[config.mk]
export PLATFORM = sky130hd
export DESIGN_NAME = ima_adpcm_wav_block_decoder_top
export DESIGN_NICKNAME = d
export VERILOG_FILES = /design/src/hdl/imawbd_pkg.sv /design/src/hdl/imawbd_nibble.sv /design/src/hdl/imawbd_parse.sv /design/src/hdl/imawbd_decode.sv /design/src/hdl/ima_adpcm_wav_block_decoder_top.sv
export VERILOG_INCLUDE_DIRS = /design/src /design/src/hdl
export SDC_FILE = /design/constraint.sdc
export NUM_CORES = 1
export LEC_CHECK = 0
export ABC_CLOCK_PERIOD_IN_PS = 19000
export BUFFER_PORTS_ARGS = -buffer_cell sky130_fd_sc_hd__buf_2
export CAP_MARGIN = 30
export CELL_PAD_IN_SITES_DETAIL_PLACEMENT = 1
export CELL_PAD_IN_SITES_GLOBAL_PLACEMENT = 1
export CORE_MARGIN = 10
export CORE_UTILIZATION = 40
export CTS_CLUSTER_SIZE = 25
export DETAILED_ROUTE_END_ITERATION = 8
export HOLD_SLACK_MARGIN = 0.03
export PLACE_DENSITY_LB_ADDON = 0.1
export SLEW_MARGIN = 15
export SYNTH_ARGS = -nofsm -noshare
export SYNTH_HDL_FRONTEND = slang
export SYNTH_SLANG_ARGS = --single-unit
[constraint.sdc]
create_clock -name clk -period 19 [get_ports clk]
set_input_delay 0.95 -clock clk [delete_from_list [all_inputs] [get_ports clk]]
set_output_delay 0.95 -clock clk [all_outputs]
set_load 0.05 [all_outputs]
[src/hdl/ima_adpcm_wav_block_decoder_top_macros.svh]
// Assertion macros used by the decoder module imawbd_decode.
// Both expect clk and rst_n in the scope where they are used.
`ifndef IMA_ADPCM_WAV_BLOCK_DECODER_TOP_MACROS_SVH
`define IMA_ADPCM_WAV_BLOCK_DECODER_TOP_MACROS_SVH
`ifndef SYNTH
// same-cycle implication
`define IMAWBD_ASSERT_IMP(lbl, ante, cons) \
  lbl: assert property (@(posedge clk) disable iff (!rst_n) (ante) |-> (cons)) \
    else $error("imawbd: same-cycle check failed");
// next-cycle implication
`define IMAWBD_ASSERT_NXT(lbl, ante, cons) \
  lbl: assert property (@(posedge clk) disable iff (!rst_n) (ante) |=> (cons)) \
    else $error("imawbd: next-cycle check failed");
`else
`define IMAWBD_ASSERT_IMP(lbl, ante, cons)
`define IMAWBD_ASSERT_NXT(lbl, ante, cons)
`endif
`endif

[src/hdl/imawbd_pkg.sv]
package imawbd_pkg;

  // Step table and limits
  localparam int STEP_TABLE_SIZE = 89;
  localparam logic [6:0] MAX_INDEX = 7'd88;

  localparam logic [14:0] STEP_SIZES [STEP_TABLE_SIZE] = '{
    15'd7, 15'd8, 15'd9, 15'd10, 15'd11, 15'd12, 15'd13, 15'd14, 15'd16, 15'd17,
    15'd19, 15'd21, 15'd23, 15'd25, 15'd28, 15'd31, 15'd34, 15'd37, 15'd41, 15'd45,
    15'd50, 15'd55, 15'd60, 15'd66, 15'd73, 15'd80, 15'd88, 15'd97, 15'd107, 15'd118,
    15'd130, 15'd143, 15'd157, 15'd173, 15'd190, 15'd209, 15'd230, 15'd253, 15'd279,
    15'd307, 15'd337, 15'd371, 15'd408, 15'd449, 15'd494, 15'd544, 15'd598, 15'd658,
    15'd724, 15'd796, 15'd876, 15'd963, 15'd1060, 15'd1166, 15'd1282, 15'd1411,
    15'd1552, 15'd1707, 15'd1878, 15'd2066, 15'd2272, 15'd2499, 15'd2749, 15'd3024,
    15'd3327, 15'd3660, 15'd4026, 15'd4428, 15'd4871, 15'd5358, 15'd5894, 15'd6484,
    15'd7132, 15'd7845, 15'd8630, 15'd9493, 15'd10442, 15'd11487, 15'd12635,
    15'd13899, 15'd15289, 15'd16818, 15'd18500, 15'd20350, 15'd22385, 15'd24623,
    15'd27086, 15'd29794, 15'd32767
  };

  // Configuration register indexes
  localparam int CFG_INDEX_W = 1;
  localparam int CFG_DATA_W = 16;
  localparam logic [CFG_INDEX_W-1:0] CFG_BLOCK_ALIGN = 1'b0;
  localparam logic [CFG_INDEX_W-1:0] CFG_STEREO = 1'b1;
  localparam logic [15:0] BLOCK_ALIGN_RESET = 16'd1024;

  // Work handed from the byte parser to the decoder
  typedef enum logic [1:0] {
    JOB_SKIP,
    JOB_HDR_SAMPLE,
    JOB_HDR_INDEX,
    JOB_DATA
  } job_kind_t;

  typedef struct packed {
    job_kind_t   kind;
    logic        ch;
    logic [15:0] word;  // header sample, or data/index byte in the low bits
  } job_t;

  typedef struct packed {
    logic [7:0] data_byte;
    logic       restart;
  } in_item_t;

  typedef struct packed {
    logic signed [15:0] sample;
    logic               channel;
    logic               last;
  } out_item_t;

  // Index adjustment for the three magnitude bits of a nibble
  function automatic logic signed [4:0] index_delta(input logic [2:0] mag);
    logic signed [4:0] d;
    unique case (mag)
      3'd4:    d = 5'sd2;
      3'd5:    d = 5'sd4;
      3'd6:    d = 5'sd6;
      3'd7:    d = 5'sd8;
      default: d = -5'sd1;
    endcase
    return d;
  endfunction

endpackage

[src/hdl/imawbd_nibble.sv]
module imawbd_nibble (
  input  logic signed [15:0] pred,
  input  logic [6:0]         idx,
  input  logic [3:0]         nib,
  output logic signed [15:0] pred_nxt,
  output logic [6:0]         idx_nxt
);
  import imawbd_pkg::*;

  localparam logic signed [17:0] SUM_HI = 18'sd32767;
  localparam logic signed [17:0] SUM_LO = -18'sd32768;

  logic [6:0]         idx_c;
  logic [14:0]        step;
  logic [15:0]        diff;
  logic signed [17:0] pred_ext;
  logic signed [17:0] diff_ext;
  logic signed [17:0] sum;
  logic signed [4:0]  delta;
  logic signed [7:0]  idx_sum;

  // Step size and difference from the magnitude bits
  always_comb begin
    idx_c = (idx > MAX_INDEX) ? MAX_INDEX : idx;
    step  = STEP_SIZES[idx_c];
    diff  = {4'd0, step[14:3]}
          + (nib[2] ? {1'b0, step} : 16'd0)
          + (nib[1] ? {2'b00, step[14:1]} : 16'd0)
          + (nib[0] ? {3'b000, step[14:2]} : 16'd0);
  end

  // Predictor update with 16-bit saturation
  always_comb begin
    pred_ext = {{2{pred[15]}}, pred};
    diff_ext = $signed({2'b00, diff});
    sum = nib[3] ? (pred_ext - diff_ext) : (pred_ext + diff_ext);
    if (sum > SUM_HI) begin
      pred_nxt = SUM_HI[15:0];
    end else if (sum < SUM_LO) begin
      pred_nxt = SUM_LO[15:0];
    end else begin
      pred_nxt = sum[15:0];
    end
  end

  // Step index update, clamped to the table
  always_comb begin
    delta   = index_delta(nib[2:0]);
    idx_sum = $signed({1'b0, idx_c}) + $signed({{3{delta[4]}}, delta});
    if (idx_sum < 8'sd0) begin
      idx_nxt = 7'd0;
    end else if (idx_sum > $signed({1'b0, MAX_INDEX})) begin
      idx_nxt = MAX_INDEX;
    end else begin
      idx_nxt = idx_sum[6:0];
    end
  end

endmodule

[src/hdl/imawbd_parse.sv]
module imawbd_parse (
  input  logic                clk,
  input  logic                rst_n,
  input  logic                accept,
  input  imawbd_pkg::in_item_t in_item,
  input  logic [15:0]         block_align,
  input  logic                stereo,
  output imawbd_pkg::job_t    job
);
  import imawbd_pkg::*;

  logic [15:0] offset_r, offset_nxt;
  logic [7:0]  hdr_low_r, hdr_low_nxt;
  logic [15:0] off;
  logic        in_hdr;
  logic [16:0] off_inc;

  // Classify the byte by its place in the block
  always_comb begin
    off    = in_item.restart ? 16'd0 : offset_r;
    in_hdr = (off[15:3] == 13'd0) && (stereo || !off[2]);
    job.ch   = stereo & off[2];
    job.word = {8'd0, in_item.data_byte};
    job.kind = JOB_DATA;
    hdr_low_nxt = hdr_low_r;
    if (in_hdr) begin
      unique case (off[1:0])
        2'd0: begin
          job.kind = JOB_SKIP;
          if (accept) begin
            hdr_low_nxt = in_item.data_byte;
          end
        end
        2'd1: begin
          job.kind = JOB_HDR_SAMPLE;
          job.word = {in_item.data_byte, hdr_low_r};
        end
        2'd2:    job.kind = JOB_HDR_INDEX;
        default: job.kind = JOB_SKIP;
      endcase
    end
  end

  // Offset advance with wrap at the block end
  always_comb begin
    off_inc    = {1'b0, off} + 17'd1;
    offset_nxt = offset_r;
    if (accept) begin
      offset_nxt = (off_inc >= {1'b0, block_align}) ? 16'd0 : off_inc[15:0];
    end
  end

  always_ff @(posedge clk) begin
    if (!rst_n) begin
      offset_r  <= 16'd0;
      hdr_low_r <= 8'd0;
    end else begin
      offset_r  <= offset_nxt;
      hdr_low_r <= hdr_low_nxt;
    end
  end

endmodule

[src/hdl/imawbd_decode.sv]
`include "ima_adpcm_wav_block_decoder_top_macros.svh"

module imawbd_decode (
  input  logic                 clk,
  input  logic                 rst_n,
  input  logic                 job_load,
  input  imawbd_pkg::job_t     job_in,
  output logic                 job_ready,
  output logic                 out_valid,
  input  logic                 out_stall,
  output imawbd_pkg::out_item_t out_item
);
  import imawbd_pkg::*;

  logic              job_valid_r, job_valid_nxt;
  job_t              job_r;
  logic              phase_r, phase_nxt;
  logic signed [15:0] pred_r [2];
  logic [6:0]        idx_r [2];
  logic              out_valid_r, out_valid_nxt;
  out_item_t         out_r;

  logic              needs_out;
  logic              out_free;
  logic              step_go;
  logic              job_done;
  logic              out_load;
  logic [3:0]        nib;
  logic signed [15:0] nib_pred;
  logic [6:0]        nib_idx;
  logic [6:0]        hdr_idx;

  // One nibble per cycle unless out_stall holds the result: low on phase 0, high on phase 1
  assign nib = phase_r ? job_r.word[7:4] : job_r.word[3:0];

  imawbd_nibble u_nibble (
    .pred     (pred_r[job_r.ch]),
    .idx      (idx_r[job_r.ch]),
    .nib      (nib),
    .pred_nxt (nib_pred),
    .idx_nxt  (nib_idx)
  );

  assign hdr_idx = (job_r.word[7:0] > {1'b0, MAX_INDEX}) ? MAX_INDEX : job_r.word[6:0];

  // Step control
  always_comb begin
    needs_out = (job_r.kind == JOB_HDR_SAMPLE) || (job_r.kind == JOB_DATA);
    out_free  = !out_valid_r || !out_stall;
    step_go   = job_valid_r && (!needs_out || out_free);
    job_done  = step_go && ((job_r.kind != JOB_DATA) || phase_r);
    out_load  = step_go && needs_out;
    job_ready = !job_valid_r || job_done;

    job_valid_nxt = job_load ? 1'b1 : (job_done ? 1'b0 : job_valid_r);
    phase_nxt = phase_r;
    if (job_load || job_done) begin
      phase_nxt = 1'b0;
    end else if (step_go && (job_r.kind == JOB_DATA)) begin
      phase_nxt = 1'b1;
    end
    out_valid_nxt = out_load ? 1'b1 : (out_stall ? out_valid_r : 1'b0);
  end

  always_ff @(posedge clk) begin
    if (!rst_n) begin
      job_valid_r <= 1'b0;
      phase_r     <= 1'b0;
      out_valid_r <= 1'b0;
    end else begin
      job_valid_r <= job_valid_nxt;
      phase_r     <= phase_nxt;
      out_valid_r <= out_valid_nxt;
    end
  end

  always_ff @(posedge clk) begin
    if (job_load) begin
      job_r <= job_in;
    end
  end

  // Per-channel predictor and step index
  always_ff @(posedge clk) begin
    if (!rst_n) begin
      pred_r[0] <= 16'sd0;
      pred_r[1] <= 16'sd0;
      idx_r[0]  <= 7'd0;
      idx_r[1]  <= 7'd0;
    end else if (step_go) begin
      unique case (job_r.kind)
        JOB_HDR_SAMPLE: pred_r[job_r.ch] <= $signed(job_r.word);
        JOB_HDR_INDEX:  idx_r[job_r.ch]  <= hdr_idx;
        JOB_DATA: begin
          pred_r[job_r.ch] <= nib_pred;
          idx_r[job_r.ch]  <= nib_idx;
        end
        default: ;
      endcase
    end
  end

  // Result register
  always_ff @(posedge clk) begin
    if (out_load) begin
      out_r.sample  <= (job_r.kind == JOB_DATA) ? nib_pred : $signed(job_r.word);
      out_r.channel <= job_r.ch;
      out_r.last    <= (job_r.kind != JOB_DATA) || phase_r;
    end
  end

  assign out_valid = out_valid_r;
  assign out_item  = out_r;

  `IMAWBD_ASSERT_IMP(a_idx_range, 1'b1, (idx_r[0] <= MAX_INDEX) && (idx_r[1] <= MAX_INDEX))
  `IMAWBD_ASSERT_IMP(a_phase_data, phase_r, job_valid_r && (job_r.kind == JOB_DATA))
  `IMAWBD_ASSERT_IMP(a_data_two_steps, job_done && (job_r.kind == JOB_DATA), phase_r)
  `IMAWBD_ASSERT_NXT(a_first_not_last, out_load && (job_r.kind == JOB_DATA) && !phase_r, out_valid_r && !out_r.last)

endmodule

[src/hdl/ima_adpcm_wav_block_decoder_top.sv]
// Channel  Direction  Handshake           Payload
// in_      input      in_valid/in_stall   in_data  (data_byte, restart)
// out_     output     out_valid/out_stall out_data (sample, channel, last)
// cfg_     input      cfg_we              cfg_index, cfg_wdata
//
// A header byte gives at most one sample, a data byte two: the shared nibble decoder
// and the single result register turn out one sample per cycle while out_stall is low.
// Reset (synchronous, rst_n low) clears the block offset, both channels'
// predictor and step index, and sets block_align to 1024, mono.
// in_stall rises while the current byte still has samples to deliver;
// out_stall holds the result register, and that backs up the input.
module ima_adpcm_wav_block_decoder_top (
  input  logic                                     clk,
  input  logic                                     rst_n,
  input  logic                                     in_valid,
  output logic                                     in_stall,
  input  imawbd_pkg::in_item_t                     in_data,
  output logic                                     out_valid,
  input  logic                                     out_stall,
  output imawbd_pkg::out_item_t                    out_data,
  input  logic                                     cfg_we,
  input  logic [imawbd_pkg::CFG_INDEX_W-1:0]       cfg_index,
  input  logic [imawbd_pkg::CFG_DATA_W-1:0]        cfg_wdata
);
  import imawbd_pkg::*;

  logic [15:0] block_align_r, block_align_nxt;
  logic        stereo_r, stereo_nxt;
  logic        in_accept;
  logic        job_ready;
  job_t        job;

  // Configuration registers
  always_comb begin
    block_align_nxt = block_align_r;
    stereo_nxt      = stereo_r;
    if (cfg_we) begin
      unique case (cfg_index)
        CFG_BLOCK_ALIGN: block_align_nxt = cfg_wdata;
        CFG_STEREO:      stereo_nxt      = cfg_wdata[0];
        default: ;
      endcase
    end
  end

  always_ff @(posedge clk) begin
    if (!rst_n) begin
      block_align_r <= BLOCK_ALIGN_RESET;
      stereo_r      <= 1'b0;
    end else begin
      block_align_r <= block_align_nxt;
      stereo_r      <= stereo_nxt;
    end
  end

  // Input transfer
  assign in_stall  = !job_ready;
  assign in_accept = in_valid && job_ready;

  imawbd_parse u_parse (
    .clk         (clk),
    .rst_n       (rst_n),
    .accept      (in_accept),
    .in_item     (in_data),
    .block_align (block_align_r),
    .stereo      (stereo_r),
    .job         (job)
  );

  imawbd_decode u_decode (
    .clk       (clk),
    .rst_n     (rst_n),
    .job_load  (in_accept),
    .job_in    (job),
    .job_ready (job_ready),
    .out_valid (out_valid),
    .out_stall (out_stall),
    .out_item  (out_data)
  );

endmodule

==> metrics.cfg <==
[outcome]
status = complete, no violations

[logic_synthesis]
yosysTopAreaCellShare_pct = 22.7
syn_inst = 1281
synth_cell_types = 76
synth-seq-area-share_pct = 30.9
synth_area_leaders = edfxtp_1 (23%), ha_1 (9.1%), dfxtp_1 (8.2%)
ys.flop_type = edfxtp_1
synth_edf_count = 83
avgSynthCellArea_um2 = 8.56
synth_top_area_cell = edfxtp_1
synth_nets = 1419
async_flop_share_pct = 0
synthesis.area_um2 = 11000
ys_ff_latch = 128
ys_warn_count = 0

[worst_setup_path]
crit_fanout = 32
max_stage_delay_ns = 0.76
r2r_slack_ns = 7.27
setup.worst_path.class = flop to flop
worstSetupStartpointType = flop
end_kind = flop
crit_arrival_ns = 11.86
slowest_stage = a221oi_1
required_ns = 19.13
r2r-end = u_decode.pred_r[1][14]$_SDFFCE_PN0P_
r2r_cells = 42

[sta]
relSlewSlack_pct = 36.3
hold_viol_final = 0
fmax_mhz = 85.3
finalClockSkew_ns = 0.0115
drv_slew = 0
min_period_over_period_pct = 61.7
final.min_clock_period_ns = 11.73
setup_violations = 0
rsz0062_at_grt = no
fin_tns_setup_ns = 0
worstMarginPinSlew_ns = 0.955

[grt]
grt_use_met2_pct = 30.9
grt_most_used_layer = met2
grt_use_met1_pct = 26.9
grt_pass1_wl_um = 54200
track_usage_pct = 19.5
grt_max_degree = 41
grt_antenna_before_repair = 0
overflow = 0
grt_use_met3_pct = 2.79
grt_pass1_vias = 10034

[finish]
area_growth_pct = 11.0
layout-drive-gt1-share_pct = 12.1
final_cell_mix = nor2_1 (158), nand2_1 (120), a21oi_1 (111)
antennaDiodeCount = 0
finalNetCount = 1442
final_common_cell = nor2_1

[die]
floorplan.initialDensity_pct = 40.7
die_width_um = 186
dieArea_um2 = 34400
core_um2 = 27000
rows = 60
die_y_um = 186
pin_count = 51

[routing]
post-route-drc-count = 0
viasPerCell = 5.77
num_vias = 9563
drt-pass1-iter-count = 5
wirelength_um = 33000
postRouteAntennaNets = 0
wl_per_cell_um = 19.9
drt-initial-drc-count = 644

[clock_tree]
cts_tree = built
cts-root-buf = clkbuf_16
insertion_delay_ns = 0.42
h-tree-depth = 4
clk_pin_slew_ns = 0.06
cts-resized-gates = 0
holdBufCountCts = 0
cts_buffer_depth = 2
cts_setup_buffers = 0
cts.sinks = 128
cts_made_buffers = 17

[pwr]
vdd_ir_drop_max_mv = 0.0610
finalPower_mw = 1.54
p_per_area_nw_per_um2 = 126
p_leak_nw = 5.07

[min_path]
min_to = block_align_r[4]$_SDFFE_PN0P_
min_from = block_align_r[4]$_SDFFE_PN0P_
hold_depth = 2
min_path_type = flop to flop

[flow_run]
cap_violations = 0

[place]
place_hpwl_um = 24800
gp_congestion = 0.924
io_buffers = 50

## how the worst max path moves through the flow
stage	endpoint	from
2_1_floorplan	u_decode.out_item[10]$_DFFE_PP_	flop
3_3_place_gp	u_decode.out_item[16]$_DFFE_PP_	flop
3_5_place_dp	u_decode.out_item[16]$_DFFE_PP_	flop
4_1_cts	u_decode.out_item[6]$_DFFE_PP_	flop
5_1_grt	u_decode.pred_r[1][14]$_SDFFCE_PN0P_	flop
6_report	u_decode.pred_r[1][14]$_SDFFCE_PN0P_	flop
## Yosys cell counts, drive strengths merged (17+ instances only)
library cell and instances:
nor2 160, nand2b 17, o21ai 53, ha 80, mux2 31, dfxtp 45, edfxtp 83, and3 17
a21o 28, fa 27, xor2 24, a21oi 112, nand3 34, xnor2 35, mux2i 22, nor3 32
a22o 18, inv 81, clkbuf 52, nand2 120, a211oi 43
## per-layer routing
| layer | share of wire, % | routed length (um) |
|---|---|---|
| met1 | 49 | 16100 |
| met2 | 46 | 15200 |
| met3 | 3.7 | 1220 |
| met4 | 1.7 | 567 |
| met5 | 0 | 0 |
## area by class of cell
type | instances | area, um2
multi-input combinational | 1004 | 7010
sequential | 128 | 3390
clock inverter | 14 | 201
clock buffer | 18 | 429
fill | 3163 | 14800
inverter | 83 | 312
timing repair buffer | 70 | 404
tap | 341 | 427
## where the power goes
part           total, mW  internal [mW]  switching [mW]
Combinational      0.862          0.313           0.549
Clock              0.352          0.222           0.130
Sequential         0.322          0.312         0.00935
## registers in the layout, summed over array words and instances, names as in the netlist, named ones only
| signal | cells |
|---|---|
| u_decode.idx_r | 14 |
| block_align_r | 16 |
| u_decode.job_r | 19 |
| u_decode.job_valid_r | 1 |
| u_decode.out_item | 18 |
| u_decode.phase_r | 1 |
| u_parse.offset_r | 16 |
| u_parse.hdr_low_r | 8 |
| stereo_r | 1 |
| u_decode.pred_r | 32 |
| u_decode.out_valid | 1 |
## cell families (layout without fill, tap and decap cells)
group / count (synthesis) / in the layout / synth area share [%]
buffers and inverters: 149 / 185 / 5.28
AND/OR/NAND/NOR: 431 / 431 / 18.1
XOR/XNOR: 59 / 59 / 4.71
AO/OA/AOI/OAI: 353 / 353 / 21.5
flip-flops: 128 / 128 / 30.9
multiplexers: 54 / 54 / 5.40
adder cells (fa/ha/maj): 107 / 107 / 14.1
## critical path, delay by kind of cell (launching register included)
family                     cells  cell delay [ns]
AOI/OAI and AO/OA             15             4.28
adders and majority gates      6             2.48
and+or+nand+nor               12             2.30
buffers and inverters          5             1.07
muxes                          2             0.60
xor gates and xnor gates       2             0.35
DFF                            1             0.30
## per-stage QoR
stage	cell area, um2	util [%]	setup WS (ns)	hold slack (ns)	std cells
after floorplan	11000	-	9.04	0.436	1281
after global placement	11500	42.7	7.25	0.443	1623
after detailed placement	11500	42.8	7.02	0.447	1624
after CTS	12200	45.1	6.96	0.456	1656
after global routing	12200	45.2	6.36	0.474	1658
final	12200	45.2	7.27	0.451	1658
Note: power is estimated with default switching activity, not from simulation.
